<file path="config.mk">
export PLATFORM = sky130hd
export DESIGN_NAME = ipv4_udp_header_checker_top
export DESIGN_NICKNAME = d
export VERILOG_FILES = /design/src/hw/rtl/uhc_pkg.sv /design/src/hw/rtl/ipv4_udp_header_checker_top.sv /design/src/hw/rtl/uhc_accum.sv /design/src/hw/rtl/uhc_eval.sv
export VERILOG_INCLUDE_DIRS = /design/src /design/src/hw/rtl
export SDC_FILE = /design/constraint.sdc
export NUM_CORES = 1
export LEC_CHECK = 0
export BUFFER_PORTS_ARGS = -buffer_cell sky130_fd_sc_hd__clkbuf_2
export CORE_MARGIN = 2
export CORE_UTILIZATION = 66
export CTS_BUF_LIST = sky130_fd_sc_hd__clkbuf_8
export CTS_CLUSTER_SIZE = 30
export DETAILED_ROUTE_END_ITERATION = 8
export PLACE_DENSITY = 0.83
export SYNTH_ARGS = -nofsm -noshare
export SYNTH_HDL_FRONTEND = slang
export SYNTH_SLANG_ARGS = --single-unit
</file>
<file path="constraint.sdc">
create_clock -name clk -period 10.92 [get_ports clk]
set_input_delay 1.638 -clock clk [delete_from_list [all_inputs] [get_ports clk]]
set_output_delay 1.638 -clock clk [all_outputs]
set_load 0.01 [all_outputs]
</file>
<file path="src/hw/rtl/assert_macros.svh">
// ----------------------------------------------------------------------------
// assertion macros
// shared shorthand for the concurrent checks in the rtl
// ----------------------------------------------------------------------------
`ifndef ASSERT_MACROS_SVH
`define ASSERT_MACROS_SVH

// implication checked only out of reset
`define UHC_ASSERT_IMP(lbl, clk, rstn, ante, cons) \
  lbl: assert property (@(posedge clk) disable iff (!(rstn)) (ante) |-> (cons)) \
    else $error("uhc assertion failed");

// next-cycle implication that also holds across reset
`define UHC_ASSERT_NEXT(lbl, clk, ante, cons) \
  lbl: assert property (@(posedge clk) (ante) |=> (cons)) \
    else $error("uhc assertion failed");

`endif

</file>
<file path="src/hw/rtl/uhc_pkg.sv">
// ----------------------------------------------------------------------------
// uhc_pkg
// types, constants and checksum helpers for the ipv4/udp header checker
// ----------------------------------------------------------------------------
`timescale 1ns / 1ps
`default_nettype none

package uhc_pkg;

  localparam int COUNT_W    = 17;
  localparam int CFG_IDX_W  = 1;
  localparam int CFG_DATA_W = 16;

  localparam logic [COUNT_W-1:0] COUNT_MAX = 17'h1FFFF;

  localparam logic [15:0] CSUM_GOOD        = 16'hFFFF;
  localparam logic [15:0] CLIENT_PORT_RST  = 16'd68;
  localparam logic        UDP_CHECK_EN_RST = 1'b1;

  // byte offsets and minimum lengths
  localparam logic [COUNT_W-1:0] MIN_IP_LEN    = 17'd20;
  localparam logic [COUNT_W-1:0] UDP_HDR_LEN   = 17'd8;
  localparam logic [COUNT_W-1:0] PROTO_OFS     = 17'd9;
  localparam logic [COUNT_W-1:0] PH_ADDR_FIRST = 17'd13;
  localparam logic [COUNT_W-1:0] PH_ADDR_LAST  = 17'd19;
  localparam logic [3:0]         MIN_IHL       = 4'd5;

  typedef enum logic [CFG_IDX_W-1:0] {
    CFG_UDP_CHECK_ENABLE = 1'b0,
    CFG_CLIENT_PORT      = 1'b1
  } cfg_idx_t;

  typedef enum logic [3:0] {
    STATUS_OK        = 4'd0,
    STATUS_SHORT_IP  = 4'd1,
    STATUS_BAD_IHL   = 4'd2,
    STATUS_SHORT_HDR = 4'd3,
    STATUS_IP_CSUM   = 4'd4,
    STATUS_SHORT_UDP = 4'd5,
    STATUS_SHORT_LEN = 4'd6,
    STATUS_UDP_CSUM  = 4'd7,
    STATUS_PORT      = 4'd8
  } status_t;

  // per-packet totals captured at the final byte
  typedef struct packed {
    logic [COUNT_W-1:0] byte_count;
    logic [3:0]         header_words;
    logic [15:0]        ip_sum;
    logic [15:0]        udp_sum;
    logic [15:0]        udp_length;
    logic [15:0]        src_port;
    logic [15:0]        dest_port;
    logic [15:0]        udp_check_field;
  } snap_t;

  // 16-bit ones' complement add with end-around carry
  function automatic logic [15:0] oc_add(input logic [15:0] a, input logic [15:0] b);
    logic [16:0] s;
    logic [16:0] f;
    s = {1'b0, a} + {1'b0, b};
    f = {1'b0, s[15:0]} + {16'd0, s[16]};
    return f[15:0];
  endfunction

  // part of udp header word k that lies inside a segment of length len
  function automatic logic [15:0] hdr_part(input logic [15:0] word, input logic [1:0] k,
                                           input logic [15:0] len);
    logic [16:0] full;
    logic [16:0] half;
    full = {14'd0, k, 1'b0} + 17'd2;
    half = {14'd0, k, 1'b0} + 17'd1;
    if ({1'b0, len} >= full) begin
      return word;
    end else if ({1'b0, len} == half) begin
      return word & 16'hFF00;
    end else begin
      return 16'd0;
    end
  endfunction

endpackage

`default_nettype wire

</file>
<file path="src/hw/rtl/ipv4_udp_header_checker_top.sv">
// ----------------------------------------------------------------------------
// ipv4_udp_header_checker_top
// byte-serial ipv4 header and udp checksum / port checker
// ----------------------------------------------------------------------------
// Takes one packet byte per cycle, starting at the first ipv4 header byte,
// with in_last_byte marking the final byte. Sustained rate is one byte per
// clock unless a status is held; the per-byte sum update sits between the
// input register and the running-state registers. The status word for a
// packet appears on out_valid once its final byte has passed, in turn, the
// input register, packet totals, check stage and output register. While a
// status waits under out_stall the whole pipeline holds and in_stall is
// raised. Configuration writes take effect for packets finished after the
// write.
`timescale 1ns / 1ps
`default_nettype none

module ipv4_udp_header_checker_top (
  input  wire logic                              clk,
  input  wire logic                              rst_n,
  input  wire logic                              in_valid,
  output logic                                   in_stall,
  input  wire logic [7:0]                        in_data_byte,
  input  wire logic                              in_last_byte,
  output logic                                   out_valid,
  input  wire logic                              out_stall,
  output logic [3:0]                             out_status,
  input  wire logic                              cfg_wr_en,
  input  wire logic [uhc_pkg::CFG_IDX_W-1:0]     cfg_index,
  input  wire logic [uhc_pkg::CFG_DATA_W-1:0]    cfg_wdata
);

  import uhc_pkg::*;

  logic          pipe_en;
  logic          snap_vld;
  snap_t         snap;
  logic          udp_check_enable_r;
  logic [15:0]   client_port_r;

  // pipeline moves unless a finished status is held off
  assign pipe_en  = !(out_valid && out_stall);
  assign in_stall = !pipe_en;

  // configuration registers
  always_ff @(posedge clk) begin
    if (!rst_n) begin
      udp_check_enable_r <= UDP_CHECK_EN_RST;
      client_port_r      <= CLIENT_PORT_RST;
    end else if (cfg_wr_en) begin
      unique case (cfg_idx_t'(cfg_index))
        CFG_UDP_CHECK_ENABLE: udp_check_enable_r <= cfg_wdata[0];
        CFG_CLIENT_PORT:      client_port_r      <= cfg_wdata[15:0];
        default:              ;
      endcase
    end
  end

  uhc_accum u_accum (
    .clk          (clk),
    .rst_n        (rst_n),
    .pipe_en      (pipe_en),
    .in_valid     (in_valid),
    .in_data_byte (in_data_byte),
    .in_last_byte (in_last_byte),
    .snap_vld     (snap_vld),
    .snap         (snap)
  );

  uhc_eval u_eval (
    .clk              (clk),
    .rst_n            (rst_n),
    .pipe_en          (pipe_en),
    .snap_vld         (snap_vld),
    .snap             (snap),
    .udp_check_enable (udp_check_enable_r),
    .client_port      (client_port_r),
    .out_valid        (out_valid),
    .out_status       (out_status)
  );

  // checks
`include "assert_macros.svh"

  `UHC_ASSERT_IMP(a_stall_only_on_held_word, clk, rst_n, in_stall, out_valid && out_stall)
  `UHC_ASSERT_NEXT(a_no_word_after_reset, clk, !rst_n, !out_valid)
  `UHC_ASSERT_IMP(a_status_in_range, clk, rst_n, out_valid, out_status <= STATUS_PORT)

endmodule

`default_nettype wire

</file>
<file path="src/hw/rtl/uhc_accum.sv">
// ----------------------------------------------------------------------------
// uhc_accum
// input byte register and per-byte running sums, count and header fields
// ----------------------------------------------------------------------------
`timescale 1ns / 1ps
`default_nettype none

module uhc_accum (
  input  wire logic                  clk,
  input  wire logic                  rst_n,
  input  wire logic                  pipe_en,
  input  wire logic                  in_valid,
  input  wire logic [7:0]            in_data_byte,
  input  wire logic                  in_last_byte,
  output logic                       snap_vld,
  output uhc_pkg::snap_t             snap
);

  import uhc_pkg::*;

  logic                 in_vld_r;
  logic [7:0]           in_data_r;
  logic                 in_last_r;

  logic [COUNT_W-1:0]   byte_count_r,      byte_count_nxt;
  logic [3:0]           header_words_r,    header_words_nxt;
  logic [15:0]          ip_sum_r,          ip_sum_nxt;
  logic [15:0]          udp_sum_r,         udp_sum_nxt;
  logic [15:0]          udp_length_r,      udp_length_nxt;
  logic [15:0]          udp_check_field_r, udp_check_field_nxt;
  logic [15:0]          dest_port_r,       dest_port_nxt;
  logic [15:0]          src_port_r,        src_port_nxt;
  logic [7:0]           pending_r,         pending_nxt;

  logic                 snap_vld_r;
  snap_t                snap_r;

  logic [COUNT_W-1:0]   n;
  logic [COUNT_W-1:0]   hdrlen;
  logic [COUNT_W-1:0]   seg;
  logic [15:0]          word;
  logic                 odd;
  logic                 in_seg;
  logic [15:0]          ph_add;
  logic [15:0]          seg_add;
  logic                 step;

  assign step = pipe_en & in_vld_r;

  // input byte register
  always_ff @(posedge clk) begin
    if (!rst_n) begin
      in_vld_r <= 1'b0;
    end else if (pipe_en) begin
      in_vld_r <= in_valid;
    end
  end

  always_ff @(posedge clk) begin
    if (pipe_en && in_valid) begin
      in_data_r <= in_data_byte;
      in_last_r <= in_last_byte;
    end
  end

  // per-byte update of counts, fields and sums
  always_comb begin
    n      = byte_count_r;
    odd    = n[0];
    word   = {pending_r, in_data_r};

    header_words_nxt = (n == '0) ? in_data_r[3:0] : header_words_r;
    hdrlen           = {11'd0, header_words_nxt, 2'b00};

    ip_sum_nxt = (odd && (n < hdrlen)) ? oc_add(ip_sum_r, word) : ip_sum_r;

    // pseudo-header: protocol byte and addresses
    ph_add = 16'd0;
    if (n == PROTO_OFS) begin
      ph_add = {8'h00, in_data_r};
    end else if (odd && (n >= PH_ADDR_FIRST) && (n <= PH_ADDR_LAST)) begin
      ph_add = word;
    end

    // udp header fields and segment payload
    in_seg              = (n >= hdrlen);
    seg                 = n - hdrlen;
    seg_add             = 16'd0;
    src_port_nxt        = src_port_r;
    dest_port_nxt       = dest_port_r;
    udp_length_nxt      = udp_length_r;
    udp_check_field_nxt = udp_check_field_r;
    if (in_seg && (seg < UDP_HDR_LEN)) begin
      if (odd) begin
        unique case (seg[2:1])
          2'd0:    src_port_nxt        = word;
          2'd1:    dest_port_nxt       = word;
          2'd2:    udp_length_nxt      = word;
          default: udp_check_field_nxt = word;
        endcase
      end
    end else if (in_seg && (seg < {1'b0, udp_length_r})) begin
      if (odd) begin
        seg_add = word;
      end else if ((seg + 17'd1) == {1'b0, udp_length_r}) begin
        seg_add = {in_data_r, 8'h00};
      end
    end

    udp_sum_nxt    = oc_add(oc_add(udp_sum_r, ph_add), seg_add);
    pending_nxt    = odd ? pending_r : in_data_r;
    byte_count_nxt = (n != COUNT_MAX) ? n + 17'd1 : COUNT_MAX;
  end

  // running state, cleared after every final byte
  always_ff @(posedge clk) begin
    if (!rst_n || (step && in_last_r)) begin
      byte_count_r      <= '0;
      header_words_r    <= '0;
      ip_sum_r          <= '0;
      udp_sum_r         <= '0;
      udp_length_r      <= '0;
      udp_check_field_r <= '0;
      dest_port_r       <= '0;
      src_port_r        <= '0;
      pending_r         <= '0;
    end else if (step) begin
      byte_count_r      <= byte_count_nxt;
      header_words_r    <= header_words_nxt;
      ip_sum_r          <= ip_sum_nxt;
      udp_sum_r         <= udp_sum_nxt;
      udp_length_r      <= udp_length_nxt;
      udp_check_field_r <= udp_check_field_nxt;
      dest_port_r       <= dest_port_nxt;
      src_port_r        <= src_port_nxt;
      pending_r         <= pending_nxt;
    end
  end

  // packet totals captured on the final byte
  always_ff @(posedge clk) begin
    if (!rst_n) begin
      snap_vld_r <= 1'b0;
    end else if (pipe_en) begin
      snap_vld_r <= in_vld_r & in_last_r;
    end
  end

  always_ff @(posedge clk) begin
    if (step && in_last_r) begin
      snap_r.byte_count      <= byte_count_nxt;
      snap_r.header_words    <= header_words_nxt;
      snap_r.ip_sum          <= ip_sum_nxt;
      snap_r.udp_sum         <= udp_sum_nxt;
      snap_r.udp_length      <= udp_length_nxt;
      snap_r.src_port        <= src_port_nxt;
      snap_r.dest_port       <= dest_port_nxt;
      snap_r.udp_check_field <= udp_check_field_nxt;
    end
  end

  assign snap_vld = snap_vld_r;
  assign snap     = snap_r;

endmodule

`default_nettype wire

</file>
<file path="src/hw/rtl/uhc_eval.sv">
// ----------------------------------------------------------------------------
// uhc_eval
// length and checksum checks on the packet totals, status output register
// ----------------------------------------------------------------------------
`timescale 1ns / 1ps
`default_nettype none

module uhc_eval (
  input  wire logic                  clk,
  input  wire logic                  rst_n,
  input  wire logic                  pipe_en,
  input  wire logic                  snap_vld,
  input  wire uhc_pkg::snap_t        snap,
  input  wire logic                  udp_check_enable,
  input  wire logic [15:0]           client_port,
  output logic                       out_valid,
  output logic [3:0]                 out_status
);

  import uhc_pkg::*;

  // stage one: compares and partial sums
  logic          chk_vld_r;
  logic          short_ip_r;
  logic          bad_ihl_r;
  logic          short_hdr_r;
  logic          ip_csum_bad_r;
  logic          short_udp_r;
  logic          short_len_r;
  logic          udp_chk_on_r;
  logic          port_bad_r;
  logic [15:0]   part_a_r;
  logic [15:0]   part_b_r;

  logic [COUNT_W-1:0] hdrlen;
  logic [COUNT_W-1:0] hdr_udp_end;

  // stage two: output register
  logic          out_vld_r;
  status_t       status_r;
  status_t       status_nxt;
  logic [15:0]   udp_total;

  assign hdrlen      = {11'd0, snap.header_words, 2'b00};
  assign hdr_udp_end = hdrlen + {1'b0, snap.udp_length};

  always_ff @(posedge clk) begin
    if (!rst_n) begin
      chk_vld_r <= 1'b0;
    end else if (pipe_en) begin
      chk_vld_r <= snap_vld;
    end
  end

  always_ff @(posedge clk) begin
    if (pipe_en && snap_vld) begin
      short_ip_r    <= snap.byte_count < MIN_IP_LEN;
      bad_ihl_r     <= snap.header_words < MIN_IHL;
      short_hdr_r   <= snap.byte_count < hdrlen;
      ip_csum_bad_r <= snap.ip_sum != CSUM_GOOD;
      short_udp_r   <= snap.byte_count < (hdrlen + UDP_HDR_LEN);
      short_len_r   <= snap.byte_count < hdr_udp_end;
      udp_chk_on_r  <= udp_check_enable && (snap.udp_check_field != 16'd0);
      port_bad_r    <= snap.dest_port != client_port;
      part_a_r      <= oc_add(oc_add(snap.udp_sum, snap.udp_length),
                              hdr_part(snap.src_port, 2'd0, snap.udp_length));
      part_b_r      <= oc_add(oc_add(hdr_part(snap.dest_port, 2'd1, snap.udp_length),
                                     hdr_part(snap.udp_length, 2'd2, snap.udp_length)),
                              hdr_part(snap.udp_check_field, 2'd3, snap.udp_length));
    end
  end

  // first failing check wins
  always_comb begin
    udp_total = oc_add(part_a_r, part_b_r);
    priority if (short_ip_r) begin
      status_nxt = STATUS_SHORT_IP;
    end else if (bad_ihl_r) begin
      status_nxt = STATUS_BAD_IHL;
    end else if (short_hdr_r) begin
      status_nxt = STATUS_SHORT_HDR;
    end else if (ip_csum_bad_r) begin
      status_nxt = STATUS_IP_CSUM;
    end else if (short_udp_r) begin
      status_nxt = STATUS_SHORT_UDP;
    end else if (short_len_r) begin
      status_nxt = STATUS_SHORT_LEN;
    end else if (udp_chk_on_r && (udp_total != CSUM_GOOD)) begin
      status_nxt = STATUS_UDP_CSUM;
    end else if (port_bad_r) begin
      status_nxt = STATUS_PORT;
    end else begin
      status_nxt = STATUS_OK;
    end
  end

  always_ff @(posedge clk) begin
    if (!rst_n) begin
      out_vld_r <= 1'b0;
    end else if (pipe_en) begin
      out_vld_r <= chk_vld_r;
    end
  end

  always_ff @(posedge clk) begin
    if (pipe_en && chk_vld_r) begin
      status_r <= status_nxt;
    end
  end

  assign out_valid  = out_vld_r;
  assign out_status = status_r;

endmodule

`default_nettype wire
</file>
==> flow_metrics.tcl <==
set metrics [dict create \
    ir_drop_mv 0.158 \
    cts_sinks 316 \
    numPortBuffers 36 \
    path_clk_slew_ps 70 \
    wl_per_cell_um 20.0 \
    grt_usage 0.338 \
    cp_slowest_cell "dfxtp_1" \
    synth-edff-count 170 \
    postRouteWirelength_um 62900 \
    max_freq_mhz 99.5 \
    post-place-ws_ps 1150 \
    firstDrtPassIters 5 \
    fp-row-count 69 \
    grt_pass1_wl_um 97500 \
    clk_latency_ps 680 \
    critPathLaunchType "register" \
    overflow 0 \
    critPathMostFrequentCell "ha_1" \
    synth_top_area_frac 0.218 \
    fin_skew_ps 47.2 \
    setup_viol 0 \
    hold_viol 0 \
    slew_viol_final 0 \
    grt_pass1_vias 18700 \
    synth.distinct_cells 90 \
    min_period_over_period 0.921 \
    postCtsHoldBufs 0 \
    yosysTopAreaCell "edfxtp_1" \
    internal-power_uw 2180 \
    cap_violations 0 \
    syn_area_mm2 0.0234 \
    fin_ws_ps 867 \
    tns_ps 0 \
    max_stage_delay_ps 770 \
    drt_iter0_markers 1931 \
    antenna_found_initial 3 \
    rsz0062_at_grt "no" \
    boundaryPins 37 \
    initial_core_util 0.664 \
    swShare 0.323 \
    min_path_type "reg -> reg" \
    gp_congestion 0.955 \
    status "finished clean" \
    cts_buffers 52 \
    power_density_mw_per_mm2 129 \
    cp.arrival_ps 10440 \
    required_ps 11310 \
    die_width_um 192 \
    area_growth_pct 6.31 \
    crit_fanout 21 \
    syn_nets 2895 \
    mostFrequentLayoutCell "nand2_1" \
    tightest_slew_ps 1060 \
    slew_headroom 0.284 \
    clock_tree.root_cell "clkbuf_8" \
    htreeDepth 2 \
    drive_above_1_share 0.0834 \
    synth_area_leaders "edfxtp_1 (22%), dfxtp_1 (12%), ha_1 (10%)" \
    async_reset_ff_frac 0 \
    sequentialPowerShare 0.418 \
    postSynthAreaPerCell_um2 8.82 \
    coreArea_mm2 0.0353 \
    layout_min_cycle_time_ps 10050 \
    post_cts_resized 0 \
    routed_via_density 6.37 \
    cts_setup_buffers 0 \
    grt_max_degree 83 \
    dieHeight_um 192 \
    p_leak_uw 0.00987 \
    vias 20100 \
    power.net_switching_uw 1040 \
    fin_nets 2879 \
    dp_hpwl_um 46500 \
    seq_area_frac_synth 0.342 \
    synth_ff_type "edfxtp_1" \
    syn-instance-count 2659 \
    p_clk_frac 0.336 \
    drc_errors 0 \
    synth_warnings 0 \
    worstSetupPathType "reg -> reg" \
    die_area_mm2 0.0370 \
    ys_seq_elements 316 \
    clock_path_buffers 3 \
    cp-end-kind "register" \
    ant_nets 0 \
    cts_tree "done" \
    final_cell_mix "nand2_1 (334), ha_1 (195), a21oi_1 (180)" \
    p_comb_frac 0.246 \
]
[cell type report]
class,instances,area [um2]
Timing Repair Buffer,52,300
Fill cell,2642,10400
Sequential cell,316,8030
Tap cell,461,577
Clock buffer,62,853
Clock inverter,36,246
Antenna cell,1,2.50
Inverter,93,352
Multi-Input combinational cell,2128,14600
[stage by stage]
step | instance area [um2] | hold WS [ps] | utilization | std cells | power [uW]
2_1_floorplan | 23400 | 428 | - | 2659 | 1960
3_3_place_gp | 23800 | 434 | 0.675 | 3050 | 2100
3_5_place_dp | 23800 | 440 | 0.675 | 3050 | 2140
4_1_cts | 24900 | 450 | 0.706 | 3148 | 3210
5_1_grt | 24900 | 464 | 0.706 | 3148 | 3360
6_report | 24900 | 451 | 0.706 | 3149 | 3220
[metal layers]
metal | part of all wire | track usage | vias up
li1 | - | - | 9613
met1 | 0.41 | 0.440 | 9431
met2 | 0.45 | 0.545 | 827
met3 | 0.083 | 0.0613 | 183
met4 | 0.049 | 0.161 | 4
met5 | 0.00037 | 0 | -
[critical path: cells and delay by family (launching register included)]
kind	cells	cell delay (ps)
AOI/OAI and AO/OA	16	4210
and+or+nand+nor	13	2590
adders and majority gates	6	1750
DFF	1	770
xor gates and xnor gates	3	480
[worst paths after layout]
kind                                 from                      to  slack (ps)  cells past startpoint
setup reg to reg  u_accum.byte_count_r[0]        u_accum.snap[79]         870                     38
hold reg to reg    u_accum.src_port_r[12]  u_accum.src_port_r[12]         450                      2
setup / recovery  u_accum.byte_count_r[0]        u_accum.snap[79]         870                     38
hold / removal     u_accum.src_port_r[12]  u_accum.src_port_r[12]         450                      2
[cell usage after synthesis (10+ instances only)]
| cell type | instances |
|---|---|
| nand2b_1 | 20 |
| nor2b_1 | 54 |
| a21boi_0 | 20 |
| o21a_1 | 42 |
| nand3_1 | 63 |
| xor2_1 | 114 |
| and2_1 | 71 |
| o31ai_1 | 10 |
| fa_1 | 10 |
| nor3_1 | 83 |
| a21o_1 | 46 |
| or2_2 | 11 |
| nor2_1 | 178 |
| o21ai_1 | 11 |
| a21oi_1 | 180 |
| o211ai_1 | 16 |
| clkbuf_1 | 94 |
| o21bai_1 | 10 |
| nand4_1 | 45 |
| buf_2 | 12 |
| ha_1 | 195 |
| mux2_2 | 49 |
| inv_1 | 93 |
| mux2i_1 | 13 |
| nor4_1 | 33 |
| dfxtp_1 | 146 |
| a2111oi_0 | 15 |
| a31oi_1 | 18 |
| and3_1 | 28 |
| a211oi_1 | 45 |
| xnor2_1 | 122 |
| o21ai_0 | 122 |
| edfxtp_1 | 170 |
| nand2_1 | 336 |
| or3_1 | 10 |
[state kept, by name (all words and copies together), names as in the netlist, 4 cells and up]
| signal | count |
|---|---|
| u_eval.part_a_r | 16 |
| u_accum.pending_r | 8 |
| u_accum.snap | 117 |
| u_accum.udp_check_field_r | 16 |
| u_accum.src_port_r | 16 |
| u_accum.byte_count_r | 17 |
| u_accum.ip_sum_r | 16 |
| u_accum.dest_port_r | 16 |
| u_eval.out_status | 4 |
| u_accum.udp_length_r | 16 |
| client_port_r | 16 |
| u_accum.in_data_r | 8 |
| u_accum.header_words_r | 4 |
| u_eval.part_b_r | 16 |
| u_accum.udp_sum_r | 16 |
[logic make-up (layout without fill, tap and decap cells)]
group | after synthesis | count (layout) | synth area share
AOI/OAI and AO/OA | 616 | 616 | 0.172
xor gates and xnor gates | 241 | 241 | 0.0922
adders and majority gates | 205 | 205 | 0.113
other | 0 | 1 | 0
buffers and inverters | 215 | 243 | 0.0368
muxes | 69 | 69 | 0.0325
DFF | 316 | 316 | 0.342
and+or+nand+nor | 997 | 997 | 0.212
[power groups by stage]
| stage | Sequential, uW | Clock (uW) | Combinational (uW) |
|---|---|---|---|
| after floorplan | 1340 | 0 | 616 |
| after global placement | 1370 | 0 | 739 |
| after detailed placement | 1370 | 0 | 771 |
| after CTS | 1340 | 1090 | 777 |
| after global routing | 1350 | 1140 | 874 |
| final | 1350 | 1080 | 791 |
Power figures use the tool's default switching activity.
